$ cat src/rtl/assert_macros.svh
// Assertion macros used by the RTL of the duplicate filter.
`ifndef ASSERT_MACROS_SVH
`define ASSERT_MACROS_SVH

// Property checked on every clock edge outside reset.
`define ASSERT_ALWAYS(label, prop) \
  label: assert property (@(posedge clk_i) disable iff (!rst_ni) (prop)) \
    else $error("assertion failed: invariant");

// Implication checked on every clock edge outside reset.
`define ASSERT_IMPLIES(label, ante, cons) \
  label: assert property (@(posedge clk_i) disable iff (!rst_ni) (ante) |-> (cons)) \
    else $error("assertion failed: implication");

// Next-cycle implication checked outside reset.
`define ASSERT_NEXT(label, ante, cons) \
  label: assert property (@(posedge clk_i) disable iff (!rst_ni) (ante) |=> (cons)) \
    else $error("assertion failed: next-cycle implication");

`endif

$ cat src/rtl/fdf_pkg.sv
// Package for the flood duplicate filter: sizes, register indexes, action codes.
`default_nettype none
package fdf_pkg;

  // History storage
  localparam int HistDepth = 16;
  localparam int IdWidth   = 32;
  localparam int IdxW      = (HistDepth > 1) ? $clog2(HistDepth) : 1;
  localparam int CntW      = $clog2(HistDepth + 1);
  localparam int WideW     = CntW + 1;

  // Field widths fixed by the interface
  localparam int MsgIdW    = 32;
  localparam int HopW      = 9;
  localparam int OutHopW   = 8;
  localparam int RandW     = 16;
  localparam int LimitW    = 5;
  localparam int ProbW     = 17;
  localparam int ActW      = 3;
  localparam int CfgIdxW   = 1;
  localparam int CfgDataW  = 17;

  // Reset values of the configuration registers
  localparam logic [LimitW-1:0] LimitReset = LimitW'(16);
  localparam logic [ProbW-1:0]  ProbReset  = ProbW'(65536);

  // Configuration register indexes
  typedef enum logic [CfgIdxW-1:0] {
    RegHistoryLimit = 1'b0,
    RegForwardProb  = 1'b1
  } cfg_reg_e;

  // Result action codes
  typedef enum logic [ActW-1:0] {
    ActRejected   = 3'd0,
    ActOriginated = 3'd1,
    ActDuplicate  = 3'd2,
    ActTtlZero    = 3'd3,
    ActDeclined   = 3'd4,
    ActForwarded  = 3'd5
  } action_e;

endpackage
`default_nettype wire

$ cat src/rtl/flood_duplicate_filter_core.sv
// Flood duplicate filter: FIFO id history, duplicate drop and forward decision.
//
// Usage: drive one message event on req_type_i, message_id_i, hop_count_i and
// random_value_i with start_i high; the event transfers at a rising edge with
// start_i high and busy_o low. busy_o stays low, so an event can be sent in
// every cycle. The result (action_o, out_hops_o) appears in the cycle after the
// transfer, marked by done_o for exactly one cycle; the receiver cannot stall.
// Throughput 1 event per cycle: the 16 id compares run in parallel against
// the history registers, and the history update of one event is written at
// the same edge, so the next event sees it.
// Configuration: cfg_we_i with cfg_idx_i (0 history limit, 1 forward
// probability) and cfg_wdata_i writes a register at the clock edge; write it
// only while no event is in flight.
// Reset (rst_ni low, asynchronous) empties the history, sets the history limit
// to 16 and the forward probability to 65536 (always forward), and clears
// done_o.
`default_nettype none
`include "assert_macros.svh"

module flood_duplicate_filter_core
  import fdf_pkg::*;
(
  input  wire logic                       clk_i,
  input  wire logic                       rst_ni,
  // Event channel
  input  wire logic                       start_i,
  output logic                            busy_o,
  input  wire logic                       req_type_i,
  input  wire logic        [MsgIdW-1:0]   message_id_i,
  input  wire logic signed [HopW-1:0]     hop_count_i,
  input  wire logic        [RandW-1:0]    random_value_i,
  // Result channel
  output logic                            done_o,
  output logic             [ActW-1:0]     action_o,
  output logic             [OutHopW-1:0]  out_hops_o,
  // Configuration port
  input  wire logic                       cfg_we_i,
  input  wire logic        [CfgIdxW-1:0]  cfg_idx_i,
  input  wire logic        [CfgDataW-1:0] cfg_wdata_i
);

  // State
  logic [IdWidth-1:0] store_q [HistDepth];
  logic [CntW-1:0]    fill_q, fill_d;
  logic [IdxW-1:0]    oldest_q, oldest_d;
  logic [LimitW-1:0]  limit_q;
  logic [ProbW-1:0]   prob_q;
  logic               done_q;
  action_e            action_q, action_d;
  logic [OutHopW-1:0] hops_q, hops_d;

  logic [IdWidth-1:0] id;
  logic [HistDepth-1:0] hit_vec;
  logic               seen;
  logic               accept;
  logic               record;
  logic [CntW-1:0]    lim;
  logic [CntW-1:0]    drop;
  logic [CntW-1:0]    base_fill;
  logic [IdxW-1:0]    base_oldest;
  logic [IdxW-1:0]    wr_slot;
  logic [WideW-1:0]   sum_old;
  logic [WideW-1:0]   sum_wr;

  assign busy_o = 1'b0;
  assign accept = start_i && !busy_o;
  assign id     = IdWidth'(message_id_i);

  // Parallel compare against every live history entry
  always_comb begin
    logic [WideW-1:0] off;
    for (int s = 0; s < HistDepth; s++) begin
      if (WideW'(s) >= WideW'(oldest_q)) begin
        off = WideW'(s) - WideW'(oldest_q);
      end else begin
        off = WideW'(s) + WideW'(HistDepth) - WideW'(oldest_q);
      end
      hit_vec[s] = (off < WideW'(fill_q)) && (store_q[s] == id);
    end
  end
  assign seen = |hit_vec;

  // Effective limit, clamped to the storage depth
  always_comb begin
    if (32'(limit_q) > 32'(HistDepth)) begin
      lim = CntW'(HistDepth);
    end else begin
      lim = CntW'(limit_q);
    end
  end

  // Decision
  always_comb begin
    record   = 1'b0;
    action_d = ActRejected;
    hops_d   = '0;
    if (req_type_i) begin
      if (hop_count_i[HopW-1]) begin
        action_d = ActRejected;
      end else begin
        record   = 1'b1;
        action_d = ActOriginated;
        hops_d   = hop_count_i[OutHopW-1:0];
      end
    end else if (seen) begin
      action_d = ActDuplicate;
    end else begin
      record = 1'b1;
      if (hop_count_i == '0) begin
        action_d = ActTtlZero;
      end else if ({1'b0, random_value_i} <= prob_q) begin
        action_d = ActForwarded;
        hops_d   = hop_count_i[HopW-1] ? '0 : hop_count_i[OutHopW-1:0];
      end else begin
        action_d = ActDeclined;
      end
    end
  end

  // History update: evict down to limit - 1 when full, then append
  always_comb begin
    if (fill_q >= lim) begin
      drop      = fill_q - lim + CntW'(1);
      base_fill = lim - CntW'(1);
    end else begin
      drop      = '0;
      base_fill = fill_q;
    end
    sum_old = WideW'(oldest_q) + WideW'(drop);
    if (sum_old >= WideW'(HistDepth)) begin
      sum_old = sum_old - WideW'(HistDepth);
    end
    base_oldest = sum_old[IdxW-1:0];
    sum_wr = WideW'(base_oldest) + WideW'(base_fill);
    if (sum_wr >= WideW'(HistDepth)) begin
      sum_wr = sum_wr - WideW'(HistDepth);
    end
    wr_slot = sum_wr[IdxW-1:0];

    fill_d   = fill_q;
    oldest_d = oldest_q;
    if (accept && record && (lim != '0)) begin
      fill_d   = base_fill + CntW'(1);
      oldest_d = base_oldest;
    end
  end

  // History control and configuration registers
  always_ff @(posedge clk_i or negedge rst_ni) begin
    if (!rst_ni) begin
      fill_q   <= '0;
      oldest_q <= '0;
      limit_q  <= LimitReset;
      prob_q   <= ProbReset;
      done_q   <= 1'b0;
    end else begin
      fill_q   <= fill_d;
      oldest_q <= oldest_d;
      done_q   <= accept;
      if (cfg_we_i) begin
        unique case (cfg_reg_e'(cfg_idx_i))
          RegHistoryLimit: limit_q <= cfg_wdata_i[LimitW-1:0];
          RegForwardProb:  prob_q  <= cfg_wdata_i[ProbW-1:0];
          default: ;
        endcase
      end
    end
  end

  // History ids
  always_ff @(posedge clk_i) begin
    if (accept && record && (lim != '0)) begin
      store_q[wr_slot] <= id;
    end
  end

  // Result register
  always_ff @(posedge clk_i) begin
    if (accept) begin
      action_q <= action_d;
      hops_q   <= hops_d;
    end
  end

  assign done_o     = done_q;
  assign action_o   = action_q;
  assign out_hops_o = hops_q;

  // Checks
  `ASSERT_ALWAYS(a_fill_bound, fill_q <= CntW'(HistDepth))
  `ASSERT_NEXT(a_result_follows, start_i && !busy_o, done_o)
  `ASSERT_NEXT(a_no_spurious_result, !start_i, !done_o)
  `ASSERT_IMPLIES(a_dup_needs_history, done_o && (action_q == ActDuplicate),
                  ($past(fill_q) != '0) && (out_hops_o == '0))

endmodule
`default_nettype wire

$ cat config.mk
export PLATFORM = sky130hd
export DESIGN_NAME = flood_duplicate_filter_core
export DESIGN_NICKNAME = d
export VERILOG_FILES = /design/src/rtl/fdf_pkg.sv /design/src/rtl/flood_duplicate_filter_core.sv
export VERILOG_INCLUDE_DIRS = /design/src /design/src/rtl
export SDC_FILE = /design/constraint.sdc
export NUM_CORES = 1
export LEC_CHECK = 0
export ABC_AREA = 0
export BUFFER_PORTS_ARGS = -buffer_cell sky130_fd_sc_hd__buf_4
export CAP_MARGIN = 15
export CORE_MARGIN = 2
export CORE_UTILIZATION = 46
export CTS_BUF_LIST = sky130_fd_sc_hd__clkbuf_8
export DETAILED_ROUTE_END_ITERATION = 8
export PLACE_DENSITY = 0.66
export SKIP_LAST_GASP = 1
export SYNTH_ARGS = -nofsm -noshare
export SYNTH_HDL_FRONTEND = slang
export SYNTH_SLANG_ARGS = --single-unit
export TNS_END_PERCENT = 20
$ cat constraint.sdc
create_clock -name clk_i -period 7.4 [get_ports clk_i]
set_input_delay 1.48 -clock clk_i [delete_from_list [all_inputs] [get_ports clk_i]]
set_output_delay 1.48 -clock clk_i [all_outputs]
set_load 0.005 [all_outputs]
==> impl_metrics.py <==
metrics = {
    "power_and_ir_drop": {
        "seq_power_share_pct": 42.8,
        "swShare_pct": 37.7,
        "power_density_mw_per_mm2": 420,
        "peakVddDrop_mv": 0.635,
        "comb_power_share_pct": 37.7,
        "leakage_nw": 10.2,
        "switching_power_mw": 4.65,
        "clkPwrFrac_pct": 19.6,
        "internal_power_mw": 7.69,
    },
    "routing": {
        "drc": 0,
        "antenna_left": 0,
        "firstDrtPassIters": 5,
        "wire_per_inst_um": 23.0,
        "wl_mm": 63.8,
        "num_vias": 14900,
        "vias_per_cell": 5.35,
        "drt_iter0_drc": 1028,
    },
    "critical_path": {
        "slowest_stage": "xnor2_2",
        "start_kind": "flop",
        "path_cells": "inv_1 > nand2_1 > inv_1 > ha_1 > nand2b_1 > a21o_1 > a21oi_1 > o21ai_2 > and2_1 > ha_1 > fa_1 > xor2_1 > ha_1 > a21o_1 > a41o_1 > xnor2_2 > nor3_2 > buf_4",
        "cp-end-kind": "flop",
        "crit_arrival_ns": 5.67,
        "crit_path_max_fanout": 32,
        "path_common_cell": "ha_1",
        "cp.required_ns": 7.79,
        "criticalPathCategory": "reg -> reg",
        "max_stage_delay_ns": 0.85,
    },
    "yosys": {
        "synth.avg_cell_area_um2": 14.7,
        "netlist_area_mm2": 0.0265,
        "synth_compound_area_share_pct": 2.76,
        "synth_edf_count": 523,
        "yosys_warnings": 0,
        "synth_xor_area_share_pct": 17.6,
        "muxShareOfSynthArea_pct": 1.31,
        "synth_ff_type": "edfxtp_1",
        "synth_top_family_by_area": "XOR/XNOR gates",
        "synth_fa_ha_area_share_pct": 5.56,
        "ys_seq_area_share_pct": 62.2,
        "async_flop_share_pct": 5.77,
        "postSynthCellCount": 1806,
        "synth_simple_gate_area_share_pct": 6.90,
        "ys_ff_latch": 555,
        "yosysUniqueCellTypes": 72,
    },
    "cts": {
        "post_cts_resized": 0,
        "cts_tree": "built",
        "ctsHoldBuffers": 0,
        "clockRootBuffer": "clkbuf_8",
        "clock_path_buffers": 3,
        "clkSlewWorstSetupHoldPaths_ns": 0.06,
        "h-tree-depth": 3,
        "cts_post_setup_buffers_inserted": 0,
        "clk_latency_ns": 0.70,
        "cts_sinks": 555,
        "cts_buffers": 92,
    },
    "layout": {
        "drive_above_1_share_pct": 14.0,
        "syn_to_final_growth_pct": 10.9,
        "fill_cells": 4797,
        "finalNetCount": 2141,
        "layout.core_utilization_pct": 51.3,
    },
    "timing": {
        "clock.fmax_ghz": 0.189,
        "maxSlewViolCount": 0,
        "max_slew.worst_pin.slew_ns": 1.09,
        "layout_setup_ws_ns": 2.12,
        "min_period_ns": 5.28,
        "finalHoldViolCount": 0,
        "period_share_pct": 71.3,
        "setup_viol": 0,
        "rsz0062_at_grt": "no",
        "finClkSkew_ns": 0.0519,
        "relSlewSlack_pct": 26.9,
        "final.setup.tns_ns": 0,
    },
    "global_route": {
        "busiest_layer": "met2",
        "track_usage_pct": 21.7,
        "antenna_found_initial": 1,
        "grt_pass1_vias": 15300,
        "met3_usage_pct": 3.50,
        "grt-ovfl-total": 0,
        "grtUsageMet2_pct": 35.7,
        "grt_pass1_wl_mm": 96.1,
        "grt_max_degree": 33,
        "grtUsageMet1_pct": 30.0,
    },
    "placement": {
        "pre_cts_ws_ns": 1.90,
        "port_buffers": 91,
        "hpwl_mm": 37.8,
        "routabilityCongestion": 0.873,
    },
    "floorplanning": {
        "fp.dieH_um": 244,
        "io_pins": 93,
        "initial_core_util_pct": 46.2,
        "rows": 88,
        "die_w_um": 244,
        "core-area_mm2": 0.0574,
        "dieArea_mm2": 0.0596,
    },
    "min_path": {
        "hp-class": "reg -> reg",
    },
    "run": {
        "maxCapViolations": 0,
    },
    "status": {
        "status": "complete, no violations",
    },
}
area by class of cell:
class	count	area, um^2	area share [%]
clock buffers	94	1290	4.40
repair buffers	116	871	2.96
flip-flops and latches	555	16500	56.1
clock inverters	67	329	1.12
diodes	1	2.50	0.00850
well taps	765	957	3.25
inverters	79	297	1.01
multi-input cells	1101	9170	31.2
worst paths after layout:
kind / from / end / slack, ns / cells after the start
worst max-delay path: limit_q[4] / store_q[3][25] / 2.12 / 18
max in group asynchronous: rst_ni / prob_q[16] / 6.30 / 1
worst min-delay path: prob_q[6] / prob_q[6] / 0.50 / 1
worst min register to register: prob_q[6] / prob_q[6] / 0.50 / 1
worst max register to register: limit_q[4] / store_q[3][25] / 2.12 / 18
min in group asynchronous: rst_ni / oldest_q[3] / 0.74 / 1
state kept, by name, indices dropped and copies added (netlist names):
register	count
store_q	512
prob_q	17
out_hops_o	8
fill_q	5
limit_q	5
oldest_q	4
action_o	3
done_o	1
kinds of logic after synthesis:
logic type	count (synthesis)
buffers and inverters	151
other	2
XOR/XNOR	532
AND/OR/NAND/NOR	314
adder cells (fa/ha/maj)	116
AO/OA/AOI/OAI	106
multiplexers	30
flip-flops	555
per-stage QoR:
step	instance area, um^2	cells	total power [mW]	hold WS, ns
2_1_floorplan	26500	1807	8.47	0.479
4_1_cts	29400	2777	12.5	0.505
3_3_place_gp	27800	2616	9.51	0.490
6_report	29400	2778	12.3	0.502
5_1_grt	29400	2778	13.1	0.521
3_5_place_dp	27800	2616	9.98	0.493
routing by layer:
metal | up-vias | part of all wire [%]
met5 | - | 0
met1 | 7521 | 45
met3 | 93 | 5.1
met4 | 0 | 2.0
met2 | 405 | 48
li1 | 6836 | -
Yosys cell counts, drive strengths merged, types with 3 or more instances:
cell type,n,area share [%]
nand3,21,0.42
mux2,25,1.1
or3,4,0.094
clkbuf,5,0.071
fa,3,0.23
and2,8,0.19
xor2,191,6.3
nand2,33,0.47
o21a,4,0.11
a21oi,29,0.55
nand2b,9,0.21
nand3b,5,0.14
a2111oi,6,0.20
buf,67,2.4
o211ai,5,0.14
or4,3,0.085
o22ai,4,0.094
edfxtp,523,59
o21bai,3,0.085
dfrtp,30,2.8
a21o,9,0.25
o31ai,4,0.11
inv,78,1.1
nand4,93,2.2
xnor2,340,11
o21ai,22,0.43
nor4,61,1.5
a31oi,3,0.13
nor2,22,0.31
ha,113,5.3
mux2i,5,0.19
nor2b,11,0.26
nor3,34,0.70
power by group through the flow:
stage / logic [mW] / registers [mW] / clock network, mW
final: 4.65 / 5.28 / 2.42
after global routing: 5.11 / 5.37 / 2.62
after CTS: 4.66 / 5.30 / 2.49
after detailed placement: 4.62 / 5.36 / 0
after global placement: 4.32 / 5.18 / 0
after floorplan: 3.14 / 5.32 / 0
critical path, delay by kind of cell (launching register included):
family	cells	cell delay [ns]
compound gates	5	1.02
xor+xnor	2	1.07
fa+ha+maj	4	1.18
buf+inv	3	0.51
flops	1	0.54
simple gates	4	0.64
layout by cell type, fill, tap and decap left out, types with 29 or more instances in the layout:
| cell | netlist | layout |
|---|---|---|
| xnor2_1 | 339 | 339 |
| a21oi_1 | 29 | 29 |
| ha_1 | 113 | 113 |
| dfrtp_1 | 30 | 30 |
| inv_1 | 77 | 110 |
| edfxtp_1 | 523 | 523 |
| nand2_1 | 33 | 33 |
| nor4_1 | 59 | 59 |
| nand4_1 | 93 | 93 |
| clkbuf_8 | 0 | 94 |
| xor2_1 | 191 | 190 |
| buf_4 | 30 | 116 |
Power figures use the tool's default switching activity.
